==> config.mk <==
export PLATFORM = sky130hd
export DESIGN_NAME = spi_command_fifo_controller
export DESIGN_NICKNAME = d
export VERILOG_FILES = /design/src/hdl/scfc_pkg.sv /design/src/hdl/spi_command_fifo_controller.sv
export SDC_FILE = /design/constraint.sdc
export NUM_CORES = 1
export LEC_CHECK = 0
export BUFFER_PORTS_ARGS = -buffer_cell sky130_fd_sc_hd__buf_2
export CORE_MARGIN = 1.5
export CORE_UTILIZATION = 55
export CTS_BUF_LIST = sky130_fd_sc_hd__clkbuf_4 sky130_fd_sc_hd__clkbuf_8
export DETAILED_ROUTE_END_ITERATION = 8
export PLACE_DENSITY = 0.71
export SLEW_MARGIN = 20
export SYNTH_ARGS = -nofsm -noshare
export SYNTH_HDL_FRONTEND = slang
export SYNTH_SLANG_ARGS = --single-unit
==> constraint.sdc <==
create_clock -name aclk -period 5.4 [get_ports aclk]
set_input_delay 0.27 -clock aclk [delete_from_list [all_inputs] [get_ports aclk]]
set_output_delay 0.27 -clock aclk [all_outputs]
set_load 0.02 [all_outputs]
==> src/hdl/scfc_pkg.sv <==
package scfc_pkg;

    localparam int FIFO_DEPTH = 71;
    localparam int IDX_W      = $clog2(FIFO_DEPTH);
    localparam int POS_W      = $clog2(FIFO_DEPTH + 1);
    localparam int CNT_W      = 7;
    localparam int SUM_W      = CNT_W + 1;

    localparam logic [7:0] REG_SPEED_LO = 8'h22;
    localparam logic [7:0] REG_SPEED_HI = 8'h23;
    localparam logic [7:0] REG_CNTRL_HI = 8'h03;
    localparam logic [7:0] REG_OPCODE   = 8'h45;
    localparam logic [7:0] REG_TRIGGER  = 8'h47;
    localparam logic [7:0] REG_TXCNT    = 8'h48;
    localparam logic [7:0] REG_RXCNT    = 8'h4b;
    localparam logic [7:0] REG_STATUS   = 8'h4f;
    localparam logic [7:0] REG_FIFO     = 8'h80;

    typedef enum logic [1:0] {
        CMD_WRITE = 2'd0,
        CMD_READ  = 2'd1,
        CMD_SLOT  = 2'd2
    } cmd_t;

    // result fields held between the state update and the FIFO read data
    typedef struct packed {
        logic [7:0] rdata;
        logic [7:0] mosi_byte;
        logic       rdata_from_fifo;
        logic       mosi_from_fifo;
        logic       mosi_valid;
        logic       chip_select;
        logic       busy_flag;
        logic       length_error;
    } stage_res_t;

endpackage

==> src/hdl/spi_command_fifo_controller.sv <==
// An s_ transfer passes to its m_ result through the input register, the state
// update with FIFO access and the result register. One item per cycle while
// m_tready does not stall; the FIFO memory has one read and one write port.
// Reset (aresetn low, synchronous): registers, counts, busy and position clear,
// pipeline empties; FIFO contents stay undefined until written.
module spi_command_fifo_controller
    import scfc_pkg::*;
(
    input  logic        aclk,
    input  logic        aresetn,
    input  logic        s_tvalid,
    output logic        s_tready,
    input  logic [23:0] s_tdata,   // addr[7:0], wdata[15:8], miso_byte[23:16]
    input  logic [1:0]  s_tuser,   // cmd[1:0]
    output logic        m_tvalid,
    input  logic        m_tready,
    output logic [23:0] m_tdata    // rdata[7:0], mosi_byte[15:8], mosi_valid[16],
                                   // chip_select[17], busy_flag[18], length_error[19]
);

    // pipeline control
    logic v1_reg, v2_reg, out_valid_reg;
    logic adv1, adv2, in_xfer;

    // input register
    cmd_t       cmd_reg;
    logic [7:0] addr_reg, wdata_reg, miso_reg;

    // block state
    logic [7:0]       opcode_reg, opcode_next;
    logic [CNT_W-1:0] tx_reg, tx_next;
    logic [CNT_W-1:0] rx_reg, rx_next;
    logic [POS_W-1:0] pos_reg, pos_next;
    logic             busy_reg, busy_next;
    logic [15:0]      speed_reg, speed_next;

    // FIFO memory
    logic [7:0]       fifo_mem [FIFO_DEPTH];
    logic [7:0]       rd_reg;
    logic             mem_we, mem_re;
    logic [IDX_W-1:0] waddr, raddr;

    stage_res_t res, s2_reg;

    logic [7:0] out_rdata_reg, out_mosi_reg;
    logic       out_mv_reg, out_cs_reg, out_busy_reg, out_lerr_reg;

    logic             fifo_hit;
    logic [6:0]       addr_off;
    logic [IDX_W-1:0] fifo_idx, slot_idx;
    logic [POS_W-1:0] pos_m1;
    logic [SUM_W-1:0] len_sum, total, pos_inc;

    assign adv2     = v2_reg && (!out_valid_reg || m_tready);
    assign adv1     = v1_reg && (!v2_reg || adv2);
    assign s_tready = !v1_reg || adv1;
    assign in_xfer  = s_tvalid && s_tready;

    assign addr_off = addr_reg[6:0];
    assign fifo_hit = addr_reg[7] && ({1'b0, addr_off} < 8'(FIFO_DEPTH));
    assign fifo_idx = addr_off[IDX_W-1:0];
    assign pos_m1   = pos_reg - POS_W'(1);
    assign slot_idx = pos_m1[IDX_W-1:0];
    assign len_sum  = SUM_W'(tx_reg) + SUM_W'(rx_reg);
    assign total    = len_sum + SUM_W'(1);
    assign pos_inc  = SUM_W'(pos_reg) + SUM_W'(1);

    always_comb begin
        opcode_next = opcode_reg;
        tx_next     = tx_reg;
        rx_next     = rx_reg;
        pos_next    = pos_reg;
        busy_next   = busy_reg;
        speed_next  = speed_reg;
        mem_we      = 1'b0;
        mem_re      = 1'b0;
        waddr       = fifo_idx;
        raddr       = fifo_idx;
        res         = '0;
        case (cmd_reg)
            CMD_WRITE: begin
                if (addr_reg == REG_SPEED_LO) begin
                    speed_next[7:0] = wdata_reg;
                end else if (addr_reg == REG_SPEED_HI) begin
                    speed_next[15:8] = wdata_reg;
                end else if (!busy_reg) begin
                    if (fifo_hit) begin
                        mem_we = 1'b1;
                    end else begin
                        case (addr_reg)
                            REG_OPCODE: opcode_next = wdata_reg;
                            REG_TXCNT:  tx_next = wdata_reg[CNT_W-1:0];
                            REG_RXCNT:  rx_next = wdata_reg[CNT_W-1:0];
                            REG_TRIGGER: begin
                                if (wdata_reg[7]) begin
                                    if (len_sum > SUM_W'(FIFO_DEPTH)) begin
                                        res.length_error = 1'b1;
                                    end else begin
                                        busy_next = 1'b1;
                                        pos_next  = '0;
                                    end
                                end
                            end
                            default: ;
                        endcase
                    end
                end
            end
            CMD_READ: begin
                if (fifo_hit) begin
                    mem_re              = 1'b1;
                    res.rdata_from_fifo = 1'b1;
                end else begin
                    case (addr_reg)
                        REG_OPCODE:   res.rdata = opcode_reg;
                        REG_TXCNT:    res.rdata = 8'(tx_reg);
                        REG_RXCNT:    res.rdata = 8'(rx_reg);
                        REG_TRIGGER,
                        REG_STATUS,
                        REG_CNTRL_HI: res.rdata = {busy_reg, 7'd0};
                        REG_SPEED_LO: res.rdata = speed_reg[7:0];
                        REG_SPEED_HI: res.rdata = speed_reg[15:8];
                        default:      res.rdata = 8'd0;
                    endcase
                end
            end
            CMD_SLOT: begin
                if (busy_reg) begin
                    res.mosi_valid = 1'b1;
                    if (pos_reg == '0) begin
                        res.mosi_byte = opcode_reg;
                    end else if (SUM_W'(pos_m1) < SUM_W'(FIFO_DEPTH)) begin
                        if (SUM_W'(pos_reg) <= SUM_W'(tx_reg)) begin
                            mem_re             = 1'b1;
                            raddr              = slot_idx;
                            res.mosi_from_fifo = 1'b1;
                        end else begin
                            mem_we = 1'b1;
                            waddr  = slot_idx;
                        end
                    end
                    if (pos_inc >= total) begin
                        busy_next = 1'b0;
                        pos_next  = '0;
                    end else begin
                        pos_next = pos_inc[POS_W-1:0];
                    end
                end
            end
            default: ;
        endcase
        res.busy_flag   = busy_next;
        res.chip_select = res.mosi_valid | busy_next;
    end

    always_ff @(posedge aclk) begin
        if (!aresetn) begin
            v1_reg        <= 1'b0;
            v2_reg        <= 1'b0;
            out_valid_reg <= 1'b0;
            opcode_reg    <= '0;
            tx_reg        <= '0;
            rx_reg        <= '0;
            pos_reg       <= '0;
            busy_reg      <= 1'b0;
            speed_reg     <= '0;
        end else begin
            if (s_tready) begin
                v1_reg <= s_tvalid;
            end
            if (!v2_reg || adv2) begin
                v2_reg <= adv1;
            end
            if (!out_valid_reg || m_tready) begin
                out_valid_reg <= adv2;
            end
            if (adv1) begin
                opcode_reg <= opcode_next;
                tx_reg     <= tx_next;
                rx_reg     <= rx_next;
                pos_reg    <= pos_next;
                busy_reg   <= busy_next;
                speed_reg  <= speed_next;
            end
        end
    end

    always_ff @(posedge aclk) begin
        if (in_xfer) begin
            cmd_reg   <= cmd_t'(s_tuser);
            addr_reg  <= s_tdata[7:0];
            wdata_reg <= s_tdata[15:8];
            miso_reg  <= s_tdata[23:16];
        end
        if (adv1) begin
            s2_reg <= res;
        end
        if (adv2) begin
            out_rdata_reg <= s2_reg.rdata_from_fifo ? rd_reg : s2_reg.rdata;
            out_mosi_reg  <= s2_reg.mosi_from_fifo ? rd_reg : s2_reg.mosi_byte;
            out_mv_reg    <= s2_reg.mosi_valid;
            out_cs_reg    <= s2_reg.chip_select;
            out_busy_reg  <= s2_reg.busy_flag;
            out_lerr_reg  <= s2_reg.length_error;
        end
    end

    always_ff @(posedge aclk) begin
        if (adv1 && mem_we) begin
            fifo_mem[waddr] <= (cmd_reg == CMD_SLOT) ? miso_reg : wdata_reg;
        end
        if (adv1 && mem_re) begin
            rd_reg <= fifo_mem[raddr];
        end
    end

    assign m_tvalid = out_valid_reg;
    assign m_tdata  = {4'd0, out_lerr_reg, out_busy_reg, out_cs_reg, out_mv_reg,
                       out_mosi_reg, out_rdata_reg};

    a_idle_pos_zero: assert property (@(posedge aclk) disable iff (!aresetn)
        !busy_reg |-> pos_reg == '0)
        else $error("position nonzero while idle");

    a_busy_len_ok: assert property (@(posedge aclk) disable iff (!aresetn)
        busy_reg |-> len_sum <= SUM_W'(FIFO_DEPTH))
        else $error("busy with tx plus rx over depth");

    a_mosi_has_cs: assert property (@(posedge aclk) disable iff (!aresetn)
        m_tvalid && m_tdata[16] |-> m_tdata[17])
        else $error("transfer byte without chip select");

    a_lerr_not_slot: assert property (@(posedge aclk) disable iff (!aresetn)
        m_tvalid && m_tdata[19] |-> !m_tdata[16] && !m_tdata[18])
        else $error("length error together with a transfer or busy");

    a_mem_single_op: assert property (@(posedge aclk) disable iff (!aresetn)
        adv1 |-> !(mem_we && mem_re))
        else $error("FIFO read and write from one item");

endmodule
Yosys cells after proc, flatten, opt, wreduce, memory -nomap -nowiden. Memory sizes are Yosys's and may differ from the RTL's. A register that Yosys moved wholly into a read port is not among the register bits. Cells that the tools add are included.

Bitwise logic cells: 9. $add $sub $neg: 4. Magnitude comparators: 5. Equal/unequal tests: 18. Muxes and demuxes: 53. Reduce and logical (&&, ||, !) cells: 26.

Operator list (number): two-way mux 7 bit (19); case mux 8 bit (6 select lines) (1); equality test 8 x 7 -> 1 bit, second input constant (5); two-way mux 1 bit (26); two-way mux 8 bit (3); AND reduction 7 bit (3); equality test 8 x 6 -> 1 bit, second input constant (2); inequality test 2 bit, second input constant (8); < comparator 7 bit, second input constant (2); case mux 7 bit (2 select lines) (1); AND reduction 10 bit (1); adder 7 x 1 -> 8 bit, second input constant (1); adder 7 x 7 -> 8 bit (1); adder 8 x 1 -> 8 bit, second input constant (1); equality test 8 x 2 -> 1 bit, second input constant (1); greater-or-equal comparator 8 bit (1); greater-than comparator 8 x 7 -> 1 bit, second input constant (1); inverter 1 bit (8); <= comparator 7 bit (1); logical NOT 7 bit (1); OR reduction 7 bit (1); subtractor 7 x 1 -> 7 bit, second input constant (1); logical AND 1 bit (6); case mux 1 bit (2 select lines) (3); other kinds (12) (17).

Memories: 1. Register bits after elaboration: 117. Word-level logic and storage cells: 144. RAM bits: 568. Input port bits: 30. Output and inout port bits: 26.

Memory list: fifo_mem (depth 71, width 8, read ports 1, clocked after Yosys merged registers in 1, write ports 1, line spi_command_fifo_controller.sv:38) `logic [7:0] fifo_mem [FIFO_DEPTH];`.

Longest topological paths before layout. Gate-level depths: netlist of the first run.

Word-level depth: 11. Depth in mapped cells: 19. Depth with buffers taken out: 15.

Worst setup path before layout of the first run. OpenSTA, ideal clock, no wires.

Path type: register -> register. From: register pos_reg[0]. To: memory fifo_mem[70][0] (enable). Setup time: 0.370 ns. Arrival: 3.534 ns. Clock period less this slack: 3.904 ns. Buffers on the path: 4. Cell stages (with the launch flop): 16. Path slack: 1.496 ns. Required time: 5.030 ns. Cells stage by stage: dfxtp_1 -> buf_2 -> inv_1 -> ha_1 -> buf_4 -> inv_1 -> a21oi_2 -> o211ai_2 -> o31ai_4 -> nand4_1 -> clkbuf_1 -> nor3_1 -> a31oi_1 -> or2_2 -> clkbuf_1 -> nor2_1.

Longest elaborated chain between the ends: 9. Elaborated cells between the ends (all ways): 17. Those cells by class: add/sub: 1; order compare: 2; mux: 12; reduce/logical: 2.

RTL lines: from (decl) (line spi_command_fifo_controller.sv:33) `logic [POS_W-1:0] pos_reg, pos_next;`; from (signal assigned) (line spi_command_fifo_controller.sv:181) `pos_reg <= pos_next;`; subtractor 7 x 1 -> 7 bit / <= comparator 7 bit (equally long branches) (line spi_command_fifo_controller.sv:62, spi_command_fifo_controller.sv:133); < comparator 7 bit / two-way mux 1 bit (equally long branches) (line spi_command_fifo_controller.sv:132, spi_command_fifo_controller.sv:133); two-way mux 1 bit (line spi_command_fifo_controller.sv:132) `end else if (SUM_W'(pos_m1) < SUM_W'(FIFO_DEPTH)) begin`; two-way mux 1 bit (line spi_command_fifo_controller.sv:130) `if (pos_reg == '0) begin`; two-way mux 1 bit (line spi_command_fifo_controller.sv:128) `if (busy_reg) begin`; case mux 1 bit (2 select lines) (line spi_command_fifo_controller.sv:80) `case (cmd_reg)`; logical AND 1 bit (line spi_command_fifo_controller.sv:209) `if (adv1 && mem_we) begin`; two-way mux 1 bit (line spi_command_fifo_controller.sv:209); two-way mux 1 bit (line spi_command_fifo_controller.sv:210) `fifo_mem[waddr] <= (cmd_reg == CMD_SLOT) ? miso_reg : wdata_reg;`; to (decl) (line spi_command_fifo_controller.sv:38).

Several ways; a longest one is shown, not always the timed one.

Final worst setup path of the first run.
From: register pos_reg[1]. To: register rd_reg[0] (read register of fifo_mem) (data pin).

Longest elaborated chain between the ends: 7. Elaborated cells between the ends (all ways): 15. Those cells by class: add/sub: 1; order compare: 2; mux: 10; reduce/logical: 2.

RTL lines: subtractor 7 x 1 -> 7 bit / <= comparator 7 bit (equally long branches) (line spi_command_fifo_controller.sv:62, spi_command_fifo_controller.sv:133); < comparator 7 bit / two-way mux 1 bit (equally long branches) (line spi_command_fifo_controller.sv:132, spi_command_fifo_controller.sv:133); two-way mux 1 bit (line spi_command_fifo_controller.sv:132); two-way mux 1 bit (line spi_command_fifo_controller.sv:130); two-way mux 1 bit (line spi_command_fifo_controller.sv:128); case mux 1 bit (2 select lines) (line spi_command_fifo_controller.sv:80); logical AND 1 bit (line spi_command_fifo_controller.sv:212) `if (adv1 && mem_re) begin`; to (decl) (line spi_command_fifo_controller.sv:39) `logic [7:0] rd_reg;`.

Several ways; a longest one is shown, not always the timed one. A chain may end at the register's enable or synchronous reset.

==> results.py, run 1 <==
metrics = {
    "run_status": {
        "outcome": "finished, final reports clean",
    },
    "grt": {
        "grt-ovfl-total": 0,
        "antenna_found_initial": 3,
        "grt_start_max_net_pins": 72,
        "grt_pass1_wl_mm": 118,
        "grt_usage_pct": 29.5,
        "grt_pass1_vias": 18800,
    },
    "sta": {
        "period_needed_ns": 5.28,
        "rsz0062_at_grt": "no",
        "worstMarginPinSlew_ns": 1.12,
        "max_freq_mhz": 189,
        "finalHoldViolations": 0,
        "slew_headroom_pct": 25.0,
        "fin_setup_tns_ns": 0,
        "hold_slack_ns": 0.159,
        "period_share_pct": 97.8,
        "skew_ns": 0.0391,
        "setup_viol": 0,
        "drv_slew": 0,
    },
    "floorplan": {
        "ios": 56,
        "dieArea_um2": 54700,
        "die_h_um": 234,
        "rows": 84,
        "core-area_um2": 52700,
        "die-width_um": 234,
        "start_util_pct": 55.7,
    },
    "finish": {
        "fillers": 3894,
        "seq_area_um2": 20300,
        "fin_cells": 3090,
        "multiInputGateArea_um2": 8210,
        "drive_gt1_share_pct": 14.8,
        "area_growth_pct": 11.3,
        "largest_register_ffs": 568,
        "nNetsFinal": 2379,
    },
    "synthesis": {
        "yosysTopAreaCell": "edfxtp_1",
        "synth.top_cell.area_share_pct": 65.9,
        "synth-main-ff-cell": "edfxtp_1",
        "ys_seq_area_share_pct": 69.3,
        "synth_edf_count": 644,
        "syn_inst": 2202,
        "async_reset_ff_share_pct": 0,
        "synth.most_common_cell": "edfxtp_1",
        "synth_area_um2": 29300,
        "synth_area_per_cell_um2": 13.3,
        "ys_types": 78,
        "synth_commonest_cells": "644 x edfxtp_1, 340 x nand2_1, 126 x nand3_1",
        "yosys_register_bits": 693,
        "synth_area_leaders": "edfxtp_1 66%, nand2_1 4.4%, dfxtp_1 3.3%, mux2i_1 2.5%, nand3_1 2.2%",
        "yosysWarnings": 0,
    },
    "clock_tree": {
        "clock_path_buffers": 3,
        "clkTransAtPathRegs_ns": 0.07,
        "cts_tree": "yes",
        "cts_max_level": 3,
        "cts_setup_buffers": 0,
        "cts_sinks": 693,
        "cts_buffers": 106,
        "clock_latency_ns": 0.73,
        "ctsRootBufferMaster": "clkbuf_8",
    },
    "power_and_ir_drop": {
        "pwr-share-comb_pct": 8.3,
        "p_leak_uw": 0.0110,
        "power.share.switching_pct": 24.5,
        "seqPwrFrac_pct": 54.4,
        "switchingPower_uw": 2720,
        "p_int_uw": 8370,
        "clkPwrFrac_pct": 37.2,
        "vdd_ir_drop_max_mv": 0.275,
        "power_density_nw_per_um2": 340,
    },
    "place": {
        "dp.cells": 2871,
        "place.gp.congestion": 1.01,
        "dp_hpwl_mm": 49.9,
        "port_buffers": 51,
    },
    "route": {
        "vias_per_cell": 6.32,
        "ant_nets": 0,
        "vias": 19500,
        "drt-total-wl_mm": 80.1,
        "drc": 0,
        "drt-pass1-iter-count": 7,
        "initialDrtViolationCount": 2737,
        "routedWlPerCell_um": 25.9,
    },
    "worst_setup_path": {
        "end_kind": "flip-flop",
        "crit_path_max_fanout": 52,
        "start_kind": "flip-flop",
        "worstPathRequired_ns": 5.91,
        "setup.worst_path.class": "flip-flop to flip-flop",
        "arrival_ns": 5.79,
    },
    "flow_run": {
        "max_cap_viol_count": 0,
    },
    "worst_hold_path": {
        "min-delay-path-class": "input pin to flip-flop",
    },
}
cell usage in the layout, fill, tap and decap left out, drive strengths merged, types with 9 or more instances in the layout:
cell,netlist,final
a211oi,48,48
a21boi,25,25
a21o,15,15
a21oi,115,115
a222oi,11,11
a22oi,16,16
a311oi,28,28
a31oi,36,36
a32oi,24,24
and2,16,16
and3,42,42
buf,84,127
clkbuf,65,140
clkinv,0,42
dfxtp,49,49
dlygate4sd3,0,28
edfxtp,644,644
ha,29,29
inv,30,32
mux2,25,25
mux2i,72,72
nand2,344,344
nand2b,11,11
nand3,126,126
nand3b,9,9
nor2,105,105
nor2b,45,45
nor3,16,16
nor4,10,10
o21ai,50,50
xnor2,12,12
xor2,11,11
cell type report:
cell class              instances  area share, %
flip-flops and latches        693           62.2
multi-input cells            1333           25.2
clock buffers                 140           5.31
repair buffers                155           3.50
well taps                     688           2.64
clock inverters                49          0.797
inverters                      30          0.345
diodes                          2         0.0153
metrics by stage:
stage | total power (uW) | util (%) | setup WS [ns] | cell area, um^2
floorplan | 6640 | - | 1.50 | 29300
global placement | 7010 | 57.6 | 0.446 | 30300
detailed placement | 7030 | 57.6 | 0.313 | 30300
CTS | 11100 | 61.9 | 0.299 | 32600
global route | 11400 | 62.0 | 0.0199 | 32600
finish | 11100 | 62.0 | 0.120 | 32600
cell families (layout without fill, tap and decap cells):
logic type | Yosys count | in the layout | share of synthesized area, %
DFF | 693 | 693 | 69.3
and+or+nand+nor | 753 | 753 | 12.0
other | 1 | 6 | 0.0128
AOI/OAI and AO/OA | 422 | 422 | 9.88
xor gates and xnor gates | 23 | 23 | 0.764
muxes | 101 | 101 | 3.73
adders and majority gates | 30 | 30 | 1.31
buffers and inverters | 179 | 374 | 3.06
power groups by stage:
stage	Combinational, uW	Sequential [uW]	Clock, uW
after global placement	867	6140	0
final	926	6040	4130
after detailed placement	882	6140	0
after CTS	902	6030	4170
after floorplan	523	6120	0
after global routing	971	6030	4400
final timing paths:
kind / start / to / slack [ns] / cells after the start
hold reg to reg: s2_reg[1] / out_busy_reg / 0.43 / 0
hold / removal: aresetn / busy_reg / 0.16 / 2
setup / recovery: pos_reg[1] / rd_reg[0] / 0.12 / 13
setup reg to reg: pos_reg[1] / rd_reg[0] / 0.12 / 13
routing by layer:
metal	routed length, um	share of wire [%]	global-route usage [%]	vias to the layer above
met5	0	0	0	-
met4	3150	3.9	11.9	0
met3	8680	11	7.15	202
met2	36800	46	46.1	1163
met1	31500	39	40.1	9613
li1	-	-	-	8540
timing repair:
action / in CTS / in global routing
hold buffers: 28 / 0
hold endpoints to repair: 28 / 0
endpoints found under the setup margin: 0 / 1
resized for setup: 0 / 1
worst max-delay path: stages, from the launching register on:
cell,delay (ns)
dfxtp_1,0.45
inv_1,0.10
ha_1,0.53
inv_1,0.24
a21oi_2,0.19
o211ai_2,0.13
o31a_2,0.48
o21ai_2,0.30
and2_4,0.66
buf_4,0.36
a21oi_1,0.10
a211oi_1,0.72
o311ai_0,0.43
o311ai_1,0.38
Power figures use the tool's default switching activity.
==> inputs of run 2 (changes only) <==
Settings changed: CORE_UTILIZATION 55 to 40, PLACE_DENSITY 0.71 to 0.55.
==> results.py, run 2 (synthesis results as in run 1) <==
metrics = {
    "worst_setup_path": {
        "arrival_ns": 5.41,
        "start_kind": "flip-flop",
        "worstPathRequired_ns": 5.84,
        "cp_top_family": "compound AO/OA/AOI/OAI gates",
        "slowest_delay_ns": 0.80,
        "end_kind": "flip-flop",
        "slowest_stage": "a21o_2",
        "cpMostUsedCell": "inv_1",
        "setup.worst_path.class": "flip-flop to flip-flop",
        "crit_buf_inv": 4,
        "crit_path_max_fanout": 38,
        "crit_chain": "inv_1, ha_1, inv_1, a21oi_2, o211ai_2, o31ai_4, nand2_2, inv_2, a21o_2, buf_4, a211oi_1, a311oi_1, o311ai_1",
    },
    "route": {
        "vias": 18900,
        "ant_nets": 0,
        "drc": 0,
        "top_layer_used": "met4",
        "drt-total-wl_mm": 82.6,
        "vias_per_cell": 5.61,
        "wl_met1_mm": 35.0,
        "initialDrtViolationCount": 1945,
        "wl_met3_mm": 5.97,
        "routedWlPerCell_um": 24.5,
        "drt-pass1-iter-count": 6,
        "met2_wirelength_mm": 39.1,
    },
    "power_and_ir_drop": {
        "p_leak_uw": 0.0111,
        "vdd_ir_drop_max_mv": 0.259,
        "power_density_nw_per_um2": 346,
    },
    "sta": {
        "finalHoldViolations": 0,
        "setup_viol": 0,
        "period_needed_ns": 4.97,
        "skew_ns": 0.0437,
        "rsz0062_at_grt": "no",
        "worstMarginPinSlew_ns": 1.11,
        "max_freq_mhz": 201,
        "period_share_pct": 92.0,
        "fin_setup_tns_ns": 0,
        "slew_headroom_pct": 25.1,
        "drv_slew": 0,
    },
    "finish": {
        "largest_register_ffs": 568,
        "final_common_cell": "edfxtp_1",
        "fillers": 6517,
        "area_growth_pct": 13.3,
        "design_area_um2": 33200,
        "mostFrequentLayoutCells": "644 x edfxtp_1, 340 x nand2_1, 125 x nand3_1",
        "nNetsFinal": 2378,
        "drive_gt1_share_pct": 15.3,
    },
    "clock_tree": {
        "cts_sinks": 693,
        "clkTransAtPathRegs_ns": 0.06,
        "ctsRootBufferMaster": "clkbuf_8",
        "clock_path_buffers": 3,
        "clock_latency_ns": 0.75,
        "cts_setup_buffers": 0,
        "cts_buffers": 112,
        "cts_max_level": 3,
        "cts_tree": "yes",
    },
    "grt": {
        "grt_pass1_vias": 18600,
        "grt-ovfl-total": 0,
        "grt_start_max_net_pins": 72,
        "antenna_found_initial": 3,
        "grt_pass1_wl_mm": 122,
        "grt_usage_pct": 22.1,
    },
    "floorplan": {
        "rows": 99,
        "start_util_pct": 40.3,
        "die-width_um": 274,
        "die_h_um": 274,
        "core-area_um2": 72700,
        "dieArea_um2": 74900,
        "ios": 56,
    },
    "place": {
        "place.gp.congestion": 0.874,
        "port_buffers": 51,
        "dp_hpwl_mm": 52.7,
        "placed_cell_area_um2": 30700,
    },
    "run_status": {
        "outcome": "finished, final reports clean",
    },
    "worst_hold_path": {
        "min-delay-path-class": "input pin to flip-flop",
    },
    "flow_run": {
        "max_cap_viol_count": 0,
    },
}
[run 2: cell types whose count changed in the layout (fill, tap and decap cells not counted), sizes merged]
| cell | previous run | this run |
|---|---|---|
| inv | 32 | 35 |
| buf | 127 | 120 |
| clkbuf | 140 | 159 |
| bufinv | 1 | 3 |
| clkinv | 42 | 38 |
| clkinvlp | 4 | 2 |
[run 2: what timing repair did]
item	CTS	global route
endpoints found under the hold margin	29	0
gates resized for setup	0	0
hold buffers	28	0
[run 2: routing by layer]
metal | global-route usage [%] | vias to the layer above
met5 | 0 | -
met4 | 8.32 | 0
met3 | 3.72 | 145
met2 | 35.5 | 759
met1 | 30.0 | 9462
li1 | - | 8546
[run 2: cell type report]
class / instances / area, um^2 / share of cell area, %
antenna: 2 / 5.00 / 0.0151
sequential: 693 / 20300 / 61.2
inverter: 30 / 113 / 0.339
clock inverter: 48 / 348 / 1.05
multi-input combinational: 1333 / 8200 / 24.7
tap: 959 / 1200 / 3.61
clock buffer: 159 / 1910 / 5.74
timing repair buffer: 148 / 1130 / 3.40
[run 2: worst reg2reg max path: cells and delay by family (launching register included)]
family,cells,cell delay [ns]
compound gates,7,2.47
fa+ha+maj,1,0.51
buf+inv,4,1.03
flops,1,0.44
simple gates,1,0.26
[run 2: per-stage QoR]
stage | total power [uW] | std cells | setup WS (ns) | util [%] | hold slack (ns)
2_1_floorplan | 6640 | 2205 | 1.50 | - | 0.369
3_3_place_gp | 7020 | 3134 | 0.608 | 42.2 | 0.411
3_5_place_dp | 7030 | 3134 | 0.503 | 42.2 | 0.411
4_1_cts | 11600 | 3369 | 0.514 | 45.7 | 0.119
5_1_grt | 11900 | 3371 | 0.149 | 45.7 | 0.187
6_report | 11500 | 3372 | 0.430 | 45.7 | 0.183
[run 2: final timing paths]
check | startpoint | end | slack, ns | cells past startpoint
max | pos_reg[1] | rd_reg[3] | 0.43 | 13
min | aresetn | busy_reg | 0.18 | 2
max reg2reg | pos_reg[1] | rd_reg[3] | 0.43 | 13
min reg2reg | s2_reg[0] | out_lerr_reg | 0.42 | 0
[run 2: where the power goes]
part | switching, uW | internal, uW
logic | 658 | 246
clock network | 2120 | 2440
registers | 39.0 | 5990
total | 2810 | 8670
